==> src/hdl/dsrc_pkg.sv <==
// shared constants, result record type, crc byte step and saturating increment for the sector record checker
// no dependencies
`default_nettype none

package dsrc_pkg;

    localparam int NUM_TRACKS        = 80;
    localparam int SECTORS_PER_TRACK = 16;
    localparam int SECTOR_BYTES      = 256;
    localparam int HEADER_BYTES      = 66;

    localparam int CRC_SPAN    = 4 + SECTOR_BYTES;
    localparam int POS_W       = $clog2(CRC_SPAN + 2);
    localparam int TRACK_IDX_W = $clog2(NUM_TRACKS);

    localparam int FIFO_DEPTH = 4;
    localparam int FIFO_PTR_W = $clog2(FIFO_DEPTH);
    localparam int FIFO_CNT_W = $clog2(FIFO_DEPTH + 1);

    localparam logic [15:0] CRC_INIT = 16'hFFFF;
    localparam logic [15:0] CRC_POLY = 16'h1021;

    localparam logic [7:0] FMT_FORMATTED = 8'h04;
    localparam logic [7:0] FMT_PROTECTED = 8'h44;

    localparam logic [7:0] HDR_CHAR0   = 8'h53;
    localparam logic [7:0] HDR_CHAR1   = 8'h41;
    localparam logic [7:0] HDR_CHAR2   = 8'h50;
    localparam logic [7:0] HDR_VER_ONE = 8'h01;
    localparam logic [7:0] HDR_VER_TWO = 8'h02;

    localparam logic [1:0] EV_COUNTED  = 2'd0;
    localparam logic [1:0] EV_SKIPPED  = 2'd1;
    localparam logic [1:0] EV_REJECTED = 2'd2;
    localparam logic [1:0] EV_SUMMARY  = 2'd3;

    localparam logic [6:0] TRACKS_MAX = 7'h7F;

    typedef struct packed {
        logic [1:0]  ev;
        logic [7:0]  track;
        logic [7:0]  sector;
        logic [7:0]  fmt;
        logic [7:0]  prot;
        logic [15:0] crc;
        logic        ok;
        logic [15:0] total;
        logic [15:0] valid;
        logic [15:0] formatted;
        logic [6:0]  tracks;
        logic        last;
    } result_t;

    function automatic logic [15:0] crc_byte(input logic [15:0] crc, input logic [7:0] b);
        logic [15:0] c;
        c = crc ^ {b, 8'h00};
        for (int i = 0; i < 8; i++) begin
            if (c[15])
                c = {c[14:0], 1'b0} ^ CRC_POLY;
            else
                c = {c[14:0], 1'b0};
        end
        return c;
    endfunction

    function automatic logic [15:0] sat_inc16(input logic [15:0] v);
        return (v == 16'hFFFF) ? v : v + 16'd1;
    endfunction

endpackage

`default_nettype wire

==> src/hdl/disk_image_sector_record_checker_unit.sv <==
// sector record checker: header check, per-record crc-16 and saturating image totals
// depends on dsrc_pkg
// results: the results of a beat are written into the result queue when the beat is accepted,
// a second result (record end together with image end) goes in with the first and follows it at the output
// throughput: one input beat per cycle; input stalls while three or more results are queued
// reset: state and queue cleared; track map wiped by a background pass over all 80 entries
`default_nettype none

module disk_image_sector_record_checker_unit
    import dsrc_pkg::*;
(
    input  wire logic        clk,
    input  wire logic        rst_n,
    input  wire logic        in_valid,
    output logic             in_stall,
    input  wire logic [7:0]  data_byte,
    input  wire logic        end_of_image,
    output logic             out_valid,
    input  wire logic        out_stall,
    output logic [1:0]       event_res,
    output logic [7:0]       track_number,
    output logic [7:0]       sector_number,
    output logic [7:0]       format_code,
    output logic [7:0]       protection_flags,
    output logic [15:0]      computed_crc,
    output logic             crc_ok,
    output logic [15:0]      sectors_total,
    output logic [15:0]      sectors_valid,
    output logic [15:0]      sectors_formatted,
    output logic [6:0]       tracks_used,
    output logic             last_of_run
);

    typedef enum logic [1:0] {
        PH_HEADER,
        PH_RECORDS,
        PH_REJECTED
    } phase_t;

    phase_t                 phase_reg, phase_next;
    logic [POS_W-1:0]       pos_reg, pos_next;
    logic                   header_ok_reg, header_ok_next;
    logic [15:0]            crc_reg, crc_next;
    logic [7:0]             fmt_reg, fmt_next;
    logic [7:0]             prot_reg, prot_next;
    logic [7:0]             track_reg, track_next;
    logic [7:0]             sector_reg, sector_next;
    logic [7:0]             crc_hi_reg, crc_hi_next;
    logic [15:0]            total_reg, total_next;
    logic [15:0]            valid_reg, valid_next;
    logic [15:0]            formatted_reg, formatted_next;
    logic [6:0]             used_reg, used_next;

    logic                   seen_mem [NUM_TRACKS];
    logic                   seen_rd_reg;
    logic                   seen_set;
    logic                   clr_active_reg, clr_active_next;
    logic [TRACK_IDX_W-1:0] clr_idx_reg, clr_idx_next;

    result_t                fifo_reg [FIFO_DEPTH];
    logic [FIFO_PTR_W-1:0]  wr_ptr_reg, wr_ptr_next;
    logic [FIFO_PTR_W-1:0]  rd_ptr_reg, rd_ptr_next;
    logic [FIFO_CNT_W-1:0]  cnt_reg, cnt_next;

    logic                   in_fire;
    logic                   out_fire;
    logic [1:0]             push_cnt;
    result_t                res_a;
    result_t                res_b;
    result_t                res_sum;
    result_t                head;
    logic [15:0]            stored_crc;
    logic                   rec_ok;
    logic                   rec_bad;
    logic                   hdr_ok_now;

    assign in_stall = (cnt_reg >= FIFO_CNT_W'(FIFO_DEPTH - 1));
    assign in_fire  = in_valid && !in_stall;
    assign out_valid = (cnt_reg != '0);
    assign out_fire  = out_valid && !out_stall;

    assign stored_crc = {crc_hi_reg, data_byte};
    assign rec_ok     = (stored_crc == crc_reg);
    assign rec_bad    = (track_reg >= 8'(NUM_TRACKS)) || (sector_reg < 8'd1)
                        || (sector_reg > 8'(SECTORS_PER_TRACK));

    always_comb
    begin
        phase_next      = phase_reg;
        pos_next        = pos_reg;
        header_ok_next  = header_ok_reg;
        crc_next        = crc_reg;
        fmt_next        = fmt_reg;
        prot_next       = prot_reg;
        track_next      = track_reg;
        sector_next     = sector_reg;
        crc_hi_next     = crc_hi_reg;
        total_next      = total_reg;
        valid_next      = valid_reg;
        formatted_next  = formatted_reg;
        used_next       = used_reg;
        seen_set        = 1'b0;
        clr_active_next = clr_active_reg;
        clr_idx_next    = clr_idx_reg;
        res_a           = '0;
        res_b           = '0;
        res_sum         = '0;
        push_cnt        = 2'd0;
        hdr_ok_now      = header_ok_reg;

        // track map wipe, one entry per cycle
        if (clr_active_reg)
        begin
            if (clr_idx_reg == TRACK_IDX_W'(NUM_TRACKS - 1))
                clr_active_next = 1'b0;
            else
                clr_idx_next = clr_idx_reg + TRACK_IDX_W'(1);
        end

        if (in_fire)
        begin
            unique case (phase_reg)
                PH_HEADER:
                begin
                    if (pos_reg == POS_W'(0) && data_byte != HDR_CHAR0)
                        hdr_ok_now = 1'b0;
                    if (pos_reg == POS_W'(1) && data_byte != HDR_CHAR1)
                        hdr_ok_now = 1'b0;
                    if (pos_reg == POS_W'(2) && data_byte != HDR_CHAR2)
                        hdr_ok_now = 1'b0;
                    if (pos_reg == POS_W'(3) && data_byte != HDR_VER_ONE
                        && data_byte != HDR_VER_TWO)
                        hdr_ok_now = 1'b0;
                    header_ok_next = hdr_ok_now;
                    if (pos_reg >= POS_W'(HEADER_BYTES - 1))
                    begin
                        pos_next = '0;
                        crc_next = CRC_INIT;
                        if (hdr_ok_now)
                        begin
                            phase_next = PH_RECORDS;
                            if (end_of_image)
                            begin
                                res_a.ev        = EV_SUMMARY;
                                res_a.total     = total_reg;
                                res_a.valid     = valid_reg;
                                res_a.formatted = formatted_reg;
                                res_a.tracks    = used_reg;
                                push_cnt        = 2'd1;
                            end
                        end
                        else
                        begin
                            phase_next = PH_REJECTED;
                            res_a.ev   = EV_REJECTED;
                            push_cnt   = 2'd1;
                        end
                    end
                    else
                    begin
                        pos_next = pos_reg + POS_W'(1);
                        if (end_of_image)
                        begin
                            res_a.ev = EV_REJECTED;
                            push_cnt = 2'd1;
                        end
                    end
                end
                PH_RECORDS:
                begin
                    if (pos_reg == POS_W'(0))
                        fmt_next = data_byte;
                    if (pos_reg == POS_W'(1))
                        prot_next = data_byte;
                    if (pos_reg == POS_W'(2))
                        track_next = data_byte;
                    if (pos_reg == POS_W'(3))
                        sector_next = data_byte;
                    priority if (pos_reg < POS_W'(CRC_SPAN))
                    begin
                        crc_next = crc_byte(crc_reg, data_byte);
                        pos_next = pos_reg + POS_W'(1);
                    end
                    else if (pos_reg == POS_W'(CRC_SPAN))
                    begin
                        crc_hi_next = data_byte;
                        pos_next    = pos_reg + POS_W'(1);
                    end
                    else
                    begin
                        if (!rec_bad)
                        begin
                            total_next = sat_inc16(total_reg);
                            if (rec_ok)
                                valid_next = sat_inc16(valid_reg);
                            if (fmt_reg == FMT_FORMATTED || fmt_reg == FMT_PROTECTED)
                                formatted_next = sat_inc16(formatted_reg);
                            if (!seen_rd_reg)
                            begin
                                seen_set = 1'b1;
                                if (used_reg != TRACKS_MAX)
                                    used_next = used_reg + 7'd1;
                            end
                        end
                        res_a.ev        = rec_bad ? EV_SKIPPED : EV_COUNTED;
                        res_a.track     = track_reg;
                        res_a.sector    = sector_reg;
                        res_a.fmt       = fmt_reg;
                        res_a.prot      = prot_reg;
                        res_a.crc       = crc_reg;
                        res_a.ok        = rec_ok;
                        res_a.total     = total_next;
                        res_a.valid     = valid_next;
                        res_a.formatted = formatted_next;
                        res_a.tracks    = used_next;
                        push_cnt        = 2'd1;
                        pos_next        = '0;
                        crc_next        = CRC_INIT;
                    end
                    if (end_of_image)
                    begin
                        res_sum.ev        = EV_SUMMARY;
                        res_sum.total     = total_next;
                        res_sum.valid     = valid_next;
                        res_sum.formatted = formatted_next;
                        res_sum.tracks    = used_next;
                        if (push_cnt == 2'd0)
                            res_a = res_sum;
                        else
                            res_b = res_sum;
                        push_cnt = push_cnt + 2'd1;
                    end
                end
                PH_REJECTED:
                begin
                end
                default:
                begin
                end
            endcase

            if (push_cnt == 2'd1)
                res_a.last = 1'b1;
            if (push_cnt == 2'd2)
                res_b.last = 1'b1;

            if (end_of_image)
            begin
                phase_next      = PH_HEADER;
                pos_next        = '0;
                header_ok_next  = 1'b1;
                crc_next        = CRC_INIT;
                fmt_next        = '0;
                prot_next       = '0;
                track_next      = '0;
                sector_next     = '0;
                crc_hi_next     = '0;
                total_next      = '0;
                valid_next      = '0;
                formatted_next  = '0;
                used_next       = '0;
                clr_active_next = 1'b1;
                clr_idx_next    = '0;
            end
        end

        wr_ptr_next = wr_ptr_reg + FIFO_PTR_W'(push_cnt);
        rd_ptr_next = rd_ptr_reg + FIFO_PTR_W'(out_fire);
        cnt_next    = cnt_reg + FIFO_CNT_W'(push_cnt) - FIFO_CNT_W'(out_fire);
    end

    always_ff @(posedge clk or negedge rst_n)
    begin
        if (!rst_n)
        begin
            phase_reg      <= PH_HEADER;
            pos_reg        <= '0;
            header_ok_reg  <= 1'b1;
            crc_reg        <= CRC_INIT;
            fmt_reg        <= '0;
            prot_reg       <= '0;
            track_reg      <= '0;
            sector_reg     <= '0;
            crc_hi_reg     <= '0;
            total_reg      <= '0;
            valid_reg      <= '0;
            formatted_reg  <= '0;
            used_reg       <= '0;
            clr_active_reg <= 1'b1;
            clr_idx_reg    <= '0;
            wr_ptr_reg     <= '0;
            rd_ptr_reg     <= '0;
            cnt_reg        <= '0;
        end
        else
        begin
            phase_reg      <= phase_next;
            pos_reg        <= pos_next;
            header_ok_reg  <= header_ok_next;
            crc_reg        <= crc_next;
            fmt_reg        <= fmt_next;
            prot_reg       <= prot_next;
            track_reg      <= track_next;
            sector_reg     <= sector_next;
            crc_hi_reg     <= crc_hi_next;
            total_reg      <= total_next;
            valid_reg      <= valid_next;
            formatted_reg  <= formatted_next;
            used_reg       <= used_next;
            clr_active_reg <= clr_active_next;
            clr_idx_reg    <= clr_idx_next;
            wr_ptr_reg     <= wr_ptr_next;
            rd_ptr_reg     <= rd_ptr_next;
            cnt_reg        <= cnt_next;
        end
    end

    // track map, read registered at the current record's track
    always_ff @(posedge clk)
    begin
        if (clr_active_reg)
            seen_mem[clr_idx_reg] <= 1'b0;
        else if (seen_set)
            seen_mem[track_reg[TRACK_IDX_W-1:0]] <= 1'b1;
        if (track_reg < 8'(NUM_TRACKS))
            seen_rd_reg <= seen_mem[track_reg[TRACK_IDX_W-1:0]];
    end

    // result queue payload
    always_ff @(posedge clk)
    begin
        if (push_cnt != 2'd0)
            fifo_reg[wr_ptr_reg] <= res_a;
        if (push_cnt == 2'd2)
            fifo_reg[wr_ptr_reg + FIFO_PTR_W'(1)] <= res_b;
    end

    assign head              = fifo_reg[rd_ptr_reg];
    assign event_res         = head.ev;
    assign track_number      = head.track;
    assign sector_number     = head.sector;
    assign format_code       = head.fmt;
    assign protection_flags  = head.prot;
    assign computed_crc      = head.crc;
    assign crc_ok            = head.ok;
    assign sectors_total     = head.total;
    assign sectors_valid     = head.valid;
    assign sectors_formatted = head.formatted;
    assign tracks_used       = head.tracks;
    assign last_of_run       = head.last;

    a_queue_bound: assert property (@(posedge clk) disable iff (!rst_n)
        cnt_reg <= FIFO_CNT_W'(FIFO_DEPTH))
        else $error("result queue overflow");

    a_two_only_at_end: assert property (@(posedge clk) disable iff (!rst_n)
        (push_cnt == 2'd2) |-> (in_fire && end_of_image && phase_reg == PH_RECORDS))
        else $error("two results without image end");

    a_end_clears: assert property (@(posedge clk) disable iff (!rst_n)
        (in_fire && end_of_image) |=> (phase_reg == PH_HEADER && pos_reg == '0
                                       && total_reg == '0 && used_reg == '0))
        else $error("image end did not clear state");

    a_wipe_before_use: assert property (@(posedge clk) disable iff (!rst_n)
        (in_fire && phase_reg == PH_RECORDS && pos_reg == POS_W'(CRC_SPAN + 1))
        |-> !clr_active_reg)
        else $error("record ended while track map wipe still running");

    a_used_bound: assert property (@(posedge clk) disable iff (!rst_n)
        used_reg <= 7'(NUM_TRACKS))
        else $error("used track count above track count");

    a_count_order: assert property (@(posedge clk) disable iff (!rst_n)
        (valid_reg <= total_reg) && (formatted_reg <= total_reg))
        else $error("sub count above total");

endmodule

`default_nettype wire
==> config.mk <==
export PLATFORM = sky130hd
export DESIGN_NAME = disk_image_sector_record_checker_unit
export DESIGN_NICKNAME = d
export VERILOG_FILES = /design/src/hdl/dsrc_pkg.sv /design/src/hdl/disk_image_sector_record_checker_unit.sv
export SDC_FILE = /design/constraint.sdc
export NUM_CORES = 1
export LEC_CHECK = 0
export ABC_CLOCK_PERIOD_IN_PS = 17650
export BUFFER_PORTS_ARGS = -buffer_cell sky130_fd_sc_hd__buf_4
export CAP_MARGIN = 10
export CORE_MARGIN = 4
export CORE_UTILIZATION = 30
export DETAILED_ROUTE_END_ITERATION = 8
export PLACE_DENSITY = 0.45
export SLEW_MARGIN = 20
export SYNTH_ARGS = -nofsm -noshare
export SYNTH_HDL_FRONTEND = slang
export SYNTH_SLANG_ARGS = --single-unit
==> constraint.sdc <==
create_clock -name clk -period 17.65 [get_ports clk]
set_input_delay 0.8825 -clock clk [delete_from_list [all_inputs] [get_ports clk]]
set_output_delay 0.8825 -clock clk [all_outputs]
set_load 0.02 [all_outputs]
Word level (Yosys, flattened, before mapping)
Memories as Yosys holds them, arrays and structs flattened. A register that Yosys moved wholly into a read port is not among the register bits. Cells that the tools add are included.

Memories: 2. Bits in registers: 138. RAM bits: 508. Logic and storage cells: 263.

Reductions and logical operators: 37. Muxes and demuxes: 154. $lt $le $gt $ge: 7. Equality and inequality tests: 24. Add/sub/neg operators: 12. Bitwise operators: 9.

Memories: fifo_reg (depth 4, bits a word 107, rd ports 1, clocked after Yosys merged registers in 0, write ports 2, RTL line disk_image_sector_record_checker_unit.sv:60) `result_t fifo_reg [FIFO_DEPTH];`; seen_mem (depth 80, bits a word 1, rd ports 1, clocked after Yosys merged registers in 1, write ports 1, RTL line disk_image_sector_record_checker_unit.sv:54) `logic seen_mem [NUM_TRACKS];`.

Operators by type and width (number): $mux 107 (7); $mux 16 (45); $mux 105 (2); $mux 55 (3); $mux 8 (16); $pmux 55 s2 (1); $mux 13 (8); $mux 7 (12); $mux 49 (1); $add 16x1->16 const B (3); $eq 16x16->1 const B (3); $mux 1 (36); $mux 9 (4); $pmux 16 s2 (1); $mux 2 (15); $ne 8x7->1 const B (3); $not 3->3 (8); $eq 9x2->1 const B (2); $pmux 9 s2 (1); $reduce_bool 2->1 (9); $eq 16x16->1 (1); $xor 16x16->16 (1); $reduce_and 3->1 (5); $add 7x1->7 const B (2); 36 further kinds (54).

Logic depth before layout (Yosys ltp)
Gate-level depths: netlist (run 1).

Word-level depth: 41. Mapped depth: 17. Depth with buffers taken out: 13.

Worst setup path before layout (run 1)
OpenSTA, ideal clock, no wires.

Path kind: reg-to-reg. Start point: register pos_reg[0]. End point: memory seen_mem[0], data pin. Path buffers: 1. Clock period less this slack: 6721 ps. Cell stages (with the launch flop): 9. Data arrival time: 5695 ps. Setup time: 1026 ps. Data required time: 16624 ps. Setup slack: 10929 ps. Cell sequence: dfrtp_1 inv_1 ha_1 nor2b_1 o31ai_2 inv_1 nand3_1 clkbuf_1 nor4_1.

Cells in the longest elaborated chain, start to end: 10. Elaborated cells on any way between the ends: 11.

Ends and longest elaborated chain: start, declared (RTL line disk_image_sector_record_checker_unit.sv:41) `logic [POS_W-1:0] pos_reg, pos_next;`; start signal, assigned (RTL line disk_image_sector_record_checker_unit.sv:298) `pos_reg <= pos_next;`; parallel branches: the longest is 2 deep, another holds $lt 9x9->1; $mux 1 (*) (RTL line disk_image_sector_record_checker_unit.sv:179) `priority if (pos_reg < POS_W'(CRC_SPAN))`; $mux 1 (*) (RTL line disk_image_sector_record_checker_unit.sv:122) `unique case (phase_reg)`; $mux 1 (*) (RTL line disk_image_sector_record_checker_unit.sv:120) `if (in_fire)`; $mux 1 (*) (RTL line disk_image_sector_record_checker_unit.sv:323) `else if (seen_set)`; $mux 1 (*) (RTL line disk_image_sector_record_checker_unit.sv:321) `if (clr_active_reg)`; $mux 1 (implied by the code) (*) (RTL line disk_image_sector_record_checker_unit.sv:324) `seen_mem[track_reg[TRACK_IDX_W-1:0]] <= 1'b1;`; $reduce_or 1->1 (no line) (*); $mux 1 (no line) (*); end, declared (RTL line disk_image_sector_record_checker_unit.sv:54).

Mark *: on every way between the ends.

==> results.sh, run 1 <==
export IMPL_rsz0062_at_grt="no"
export IMPL_synth_area_leader_cell="edfxtp_1"
export IMPL_worstSkewPairLatency_ns=0.64
export IMPL_htree_num_levels=3
export IMPL_netlist_instances=2823
export IMPL_wl_um=108000
export IMPL_first_pass_iters=5
export IMPL_drt_iter0_drc=2247
export IMPL_cts_root_buf="clkbuf_16"
export IMPL_cts_sinks=647
export IMPL_max_freq_mhz=198
export IMPL_postLayoutSetupSlackWorst_ns=12.60
export IMPL_cts_inserted_buffers=73
export IMPL_grt_pass1_wl_um=161000
export IMPL_start_kind="flip-flop"
export IMPL_reg2regPathDepth=11
export IMPL_synth_seq_cells=647
export IMPL_fin_crit_sh_pct=28.6
export IMPL_async_reset_ff_share_pct=21.3
export IMPL_pin_count=122
export IMPL_ff2ff_setup_slack_ns=12.60
export IMPL_post_cts_buffers=0
export IMPL_post_cts_resized=0
export IMPL_yosys_top_cells_count="edfxtp_1 (313), nand2_1 (285), clkbuf_1 (208)"
export IMPL_worstPathArrival_ns=5.29
export IMPL_r2r_end="fifo_reg[0][31]$_DFFE_PP_"
export IMPL_p_per_area_nw_per_um2=123
export IMPL_fin_tns_setup_ns=0
export IMPL_drc=0
export IMPL_synth_area_per_cell_um2=11.3
export IMPL_setup_violations_final=0
export IMPL_synth_distinct_cells=85
export IMPL_cap_violations=0
export IMPL_grt_use_total_pct=18.9
export IMPL_yosysMostFrequentCell="edfxtp_1"
export IMPL_die_y_um=334
export IMPL_grt_antenna_before_repair=6
export IMPL_largest_reg_flops=428
export IMPL_end_kind="flip-flop"
export IMPL_die_w_um=334
export IMPL_max_clock_path_buffers=3
export IMPL_ant_nets=0
export IMPL_synth_area_leaders="edfxtp_1 (30%), dfxtp_1 (12%), dfrtp_1 (9.4%), mux4_2 (9.2%), a32o_1 (4.7%)"
export IMPL_cts_tree="built"
export IMPL_core_um2=105000
export IMPL_finalClockSkew_ns=0.0300
export IMPL_hold_path_class="input port to asynchronous set/reset pin"
export IMPL_p_leak_uw=0.0123
export IMPL_regToRegStartpoint="pos_reg[7]$_DFFE_PN0P_"
export IMPL_netlist_area_um2=31800
export IMPL_synth_nets=2851
export IMPL_slew_limit_headroom_pct=19.2
export IMPL_grt_max_degree=225
export IMPL_hold_viol=0
export IMPL_drive_above_1_share_pct=17.2
export IMPL_max_vdd_ir_drop_v=0.0000648
export IMPL_nets=2813
export IMPL_syn2layout_area_growth_pct=14.4
export IMPL_place_inst=4101
export IMPL_hold_buffers=0
export IMPL_grt_overflow=0
export IMPL_clk_pin_slew_ns=0.06
export IMPL_worst_path_max_fanout=58
export IMPL_avgRoutedWirePerCell_um=25.5
export IMPL_via_per_inst=5.85
export IMPL_grt_pass1_vias=24674
export IMPL_synth_main_ff_cell="edfxtp_1"
export IMPL_gp_congestion=0.803
export IMPL_dpl_hpwl_um=62100
export IMPL_cp_required_ns=17.89
export IMPL_layoutNonFillerInstCount=4240
export IMPL_worstSetupPathType="flip-flop to flip-flop"
export IMPL_tightest_slew_ns=1.21
export IMPL_outcome="completed"
export IMPL_dieArea_um2=111000
export IMPL_total_power_uw=4470
export IMPL_synth_warnings=0
export IMPL_pre_cts_ws_ns=12.57
export IMPL_rows=119
export IMPL_synth_enable_flop_cells=313
export IMPL_timing_final_crit_period_ns=5.05
export IMPL_initial_core_util_pct=30.2
export IMPL_yosysSeqAreaShare_pct=52.7
export IMPL_numPortBuffers=121
export IMPL_synth_top_area_share_pct=29.5
export IMPL_via_count=24824
export IMPL_slew_viol_final=0
metrics by stage:
step | cell area (um^2) | utilization (%) | hold WS (ns)
after floorplan | 31800 | - | 0.433
after CTS | 36400 | 34.5 | 0.143
after detailed placement | 33900 | 32.1 | 0.447
final | 36400 | 34.5 | 0.160
after global routing | 36400 | 34.5 | 0.165
after global placement | 33900 | 32.1 | 0.439
kinds of logic after synthesis:
logic type               count (synthesis)  share of synthesized area, %
adder cells (fa/ha/maj)                 15                         0.613
AO/OA/AOI/OAI                          799                          17.7
flip-flops                             647                          52.7
multiplexers                           186                          11.0
AND/OR/NAND/NOR                        776                          11.6
buffers and inverters                  311                          3.89
XOR/XNOR                                89                          2.45
metal layers:
metal,wire length [um],part of all wire [%],track usage (%),vias to the layer above
met2,51200,47,31.0,967
met4,3390,3.1,6.20,4
met3,7730,7.1,3.77,197
li1,-,-,-,10894
met1,45900,42,25.0,12762
met5,30,0.028,0,-
how the worst max path moves through the flow:
stage                                start                         to  slack (ns)  cells after the start
global route        pos_reg[7]$_DFFE_PN0P_  fifo_reg[2][45]$_DFFE_PP_       12.44                     11
detailed placement            data_byte[2]  fifo_reg[0][31]$_DFFE_PP_       12.57                     10
floorplan           pos_reg[0]$_DFFE_PN0P_      seen_mem[0]$_DFFE_PP_       10.93                      8
global placement              data_byte[2]  fifo_reg[0][32]$_DFFE_PP_       12.63                     10
CTS                 pos_reg[7]$_DFFE_PN0P_  fifo_reg[0][47]$_DFFE_PP_       12.62                     11
finish              pos_reg[7]$_DFFE_PN0P_  fifo_reg[0][31]$_DFFE_PP_       12.60                     11
cell type report:
type / count / area, um^2
Antenna cell: 3 / 7.51
Clock buffer: 110 / 2160
Clock inverter: 26 / 382
Fill cell: 10448 / 69000
Inverter: 31 / 116
Multi-Input combinational cell: 1865 / 13900
Sequential cell: 647 / 16800
Tap cell: 1391 / 1740
Timing Repair Buffer: 167 / 1270
critical path: stages, from the launching register on:
cell,delay (ns)
dfrtp_1,0.46
or4_1,0.62
o31ai_2,0.20
buf_4,0.30
ha_1,0.26
o21ai_0,0.11
or4b_1,0.88
nand2_8,0.24
nand4_4,0.10
buf_4,0.45
nand2_2,0.14
buf_4,0.78
layout by cell type, fill, tap and decap left out, types with 28 or more instances in the layout:
master / instances
nor2_1: 178
nor3_1: 34
mux4_2: 130
xor2_1: 46
clkbuf_16: 76
nand2_1: 280
nand3_1: 88
inv_1: 28
mux2i_1: 50
edfxtp_1: 313
buf_4: 165
xnor2_1: 43
dfxtp_1: 196
and3_1: 34
dfrtp_1: 118
o32ai_1: 29
o21ai_0: 149
a21oi_1: 132
a32o_1: 150
o22ai_1: 177
power breakdown:
| group | leakage (uW) | total, uW | switching [uW] | internal, uW |
|---|---|---|---|---|
| logic | 0.00466 | 1030 | 638 | 397 |
| registers | 0.00639 | 1840 | 168 | 1670 |
| clock network | 0.00123 | 1600 | 654 | 945 |
Note: power is estimated with default switching activity, not from simulation.
==> run 2, diff against run 1 <==
--- a/config.mk
+++ b/config.mk
@@ -5,13 +5,13 @@
 export SDC_FILE = /design/constraint.sdc
 export NUM_CORES = 1
 export LEC_CHECK = 0
-export ABC_CLOCK_PERIOD_IN_PS = 17650
+export ABC_CLOCK_PERIOD_IN_PS = 4150
 export BUFFER_PORTS_ARGS = -buffer_cell sky130_fd_sc_hd__buf_4
 export CAP_MARGIN = 10
 export CORE_MARGIN = 4
 export CORE_UTILIZATION = 30
 export DETAILED_ROUTE_END_ITERATION = 8
-export PLACE_DENSITY = 0.45
+export PLACE_DENSITY = 0.46
 export SLEW_MARGIN = 20
 export SYNTH_ARGS = -nofsm -noshare
 export SYNTH_HDL_FRONTEND = slang
==> constraint.sdc (replaced) <==
create_clock -name clk -period 4.15 [get_ports clk]
set_input_delay 0.2075 -clock clk [delete_from_list [all_inputs] [get_ports clk]]
set_output_delay 0.2075 -clock clk [all_outputs]
set_load 0.02 [all_outputs]
==> results.sh, run 2 (synthesis gave the netlist of run 1 again) <==
export IMPL_outcome="completed"
export IMPL_numPortBuffers=121
export IMPL_cpPeakStageDelay_ns=0.68
export IMPL_core_um2=105000
export IMPL_cts_root_buf="clkbuf_16"
export IMPL_grt_pass1_vias=24574
export IMPL_slew_viol_final=0
export IMPL_htree_num_levels=3
export IMPL_postLayoutSetupSlackWorst_ns=0.340
export IMPL_grt_antenna_before_repair=1
export IMPL_path_delay_family="simple AND/OR/NAND/NOR gates"
export IMPL_gp_congestion=0.829
export IMPL_rsz0062_at_grt="no"
export IMPL_worst_path_max_fanout=13
export IMPL_mostFrequentLayoutCells="edfxtp_1 (313), nand2_1 (280), dfxtp_1 (196)"
export IMPL_hold_path_class="input port to flip-flop"
export IMPL_fin_crit_sh_pct=91.8
export IMPL_p_per_area_nw_per_um2=513
export IMPL_drt_iter0_drc=2275
export IMPL_finish_utilization_pct=35.2
export IMPL_cts_inserted_buffers=72
export IMPL_ant_nets=0
export IMPL_max_clock_path_buffers=3
export IMPL_start_kind="flip-flop"
export IMPL_syn2layout_area_growth_pct=16.5
export IMPL_avgRoutedWirePerCell_um=24.8
export IMPL_grt_use_total_pct=18.5
export IMPL_nets=2866
export IMPL_drc=0
export IMPL_rows=119
export IMPL_tightest_slew_ns=1.18
export IMPL_dpl_hpwl_um=65100
export IMPL_wl_um=106000
export IMPL_cts_sinks=647
export IMPL_pre_cts_ws_ns=0.383
export IMPL_max_vdd_ir_drop_v=0.000357
export IMPL_path_buf_inv=1
export IMPL_post_cts_buffers=0
export IMPL_cts_tree="built"
export IMPL_layout_commonest_cell="edfxtp_1"
export IMPL_dieArea_um2=111000
export IMPL_die_w_um=334
export IMPL_timing_final_crit_period_ns=3.81
export IMPL_via_per_inst=5.76
export IMPL_cp_cell_sequence="nor4_1, nand2_1, buf_4, nor2_1, nand4_1, a211o_1, a22oi_1, o22ai_1"
export IMPL_worstSetupPathType="flip-flop to flip-flop"
export IMPL_hold_viol=0
export IMPL_slowest_stage="nor4_1"
export IMPL_cp_required_ns=4.50
export IMPL_drive_above_1_share_pct=18.5
export IMPL_initial_core_util_pct=30.2
export IMPL_slew_limit_headroom_pct=21.3
export IMPL_largest_reg_flops=428
export IMPL_worstPathArrival_ns=4.16
export IMPL_setup_violations_final=0
export IMPL_end_kind="flip-flop"
export IMPL_die_y_um=334
export IMPL_via_count=24700
export IMPL_max_freq_mhz=262
export IMPL_p_leak_uw=0.0126
export IMPL_pin_count=122
export IMPL_grt_overflow=0
export IMPL_clk_pin_slew_ns=0.06
export IMPL_first_pass_iters=6
export IMPL_fillerInstances=10315
export IMPL_finalClockSkew_ns=0.0477
export IMPL_grt_pass1_wl_um=159000
export IMPL_grt_max_degree=193
export IMPL_worstSkewPairLatency_ns=0.65
export IMPL_cap_violations=0
==> run 2: worst paths after layout <==
| check | start | end | slack (ns) | depth (start not counted) |
|---|---|---|---|---|
| worst max-delay path | track_reg[7]$_DFFE_PN0P_ | fifo_reg[2][27]$_DFFE_PP_ | 0.34 | 8 |
| worst min-delay path | out_stall | rd_ptr_reg[0]$_DFF_PN0_ | 0.08 | 3 |
| max in group asynchronous | rst_n | fmt_reg[3]$_DFFE_PN0P_ | 2.82 | 3 |
| worst min register to register | fifo_reg[0][64]$_SDFFE_PP0P_ | fifo_reg[0][64]$_SDFFE_PP0P_ | 0.45 | 2 |
| min in group asynchronous | rst_n | valid_reg[5]$_DFFE_PN0P_ | 0.18 | 2 |
| worst max register to register | track_reg[7]$_DFFE_PN0P_ | fifo_reg[2][27]$_DFFE_PP_ | 0.34 | 8 |
==> run 2: power breakdown <==
part / switching (uW) / internal (uW)
clock: 2780 / 3930
combinational: 2810 / 1800
sequential: 618 / 7090
total: 6210 / 12800
==> run 2: worst min-delay path, cell delays in order <==
cell and delay (ns):
buf_4 0.11, nor2b_1 0.09, ha_1 0.28
==> run 2: timing repair <==
item                                   CTS  global route
setup endpoints to repair                0             0
resized for setup                        0             0
endpoints found under the hold margin   94             0
hold buffers                             9             0
==> run 2: layer usage <==
layer  vias up  global-route usage (%)  routed length, um
met5         -                       0                  0
li1      11003                       -                  -
met2       906                    30.9              50800
met1     12633                    25.0              45900
met3       158                    2.85               6880
met4         0                    5.50               2840
==> run 2: final cells by class <==
class	count	area (um^2)	share of cell area, %
Sequential cell	647	16800	45.3
Multi-Input combinational cell	1865	14000	37.7
Inverter	31	128	0.344
Timing Repair Buffer	221	1950	5.25
Antenna cell	1	2.50	0.00675
Clock inverter	30	438	1.18
Tap cell	1391	1740	4.69
Clock buffer	104	2050	5.53
==> run 2: through the flow <==
| stage | std cells | hold WS (ns) | power, uW | cell area (um^2) | TNS (ns) |
|---|---|---|---|---|---|
| 2_1_floorplan | 2823 | -0.0881 | 10600 | 32000 | -8.56 |
| 3_3_place_gp | 4146 | 0.321 | 12500 | 34500 | 0 |
| 6_report | 4290 | 0.0787 | 19000 | 37100 | 0 |
| 4_1_cts | 4289 | 0.0449 | 19300 | 37100 | 0 |
| 3_5_place_dp | 4146 | 0.331 | 12500 | 34500 | 0 |
| 5_1_grt | 4289 | 0.0776 | 19800 | 37100 | 0 |
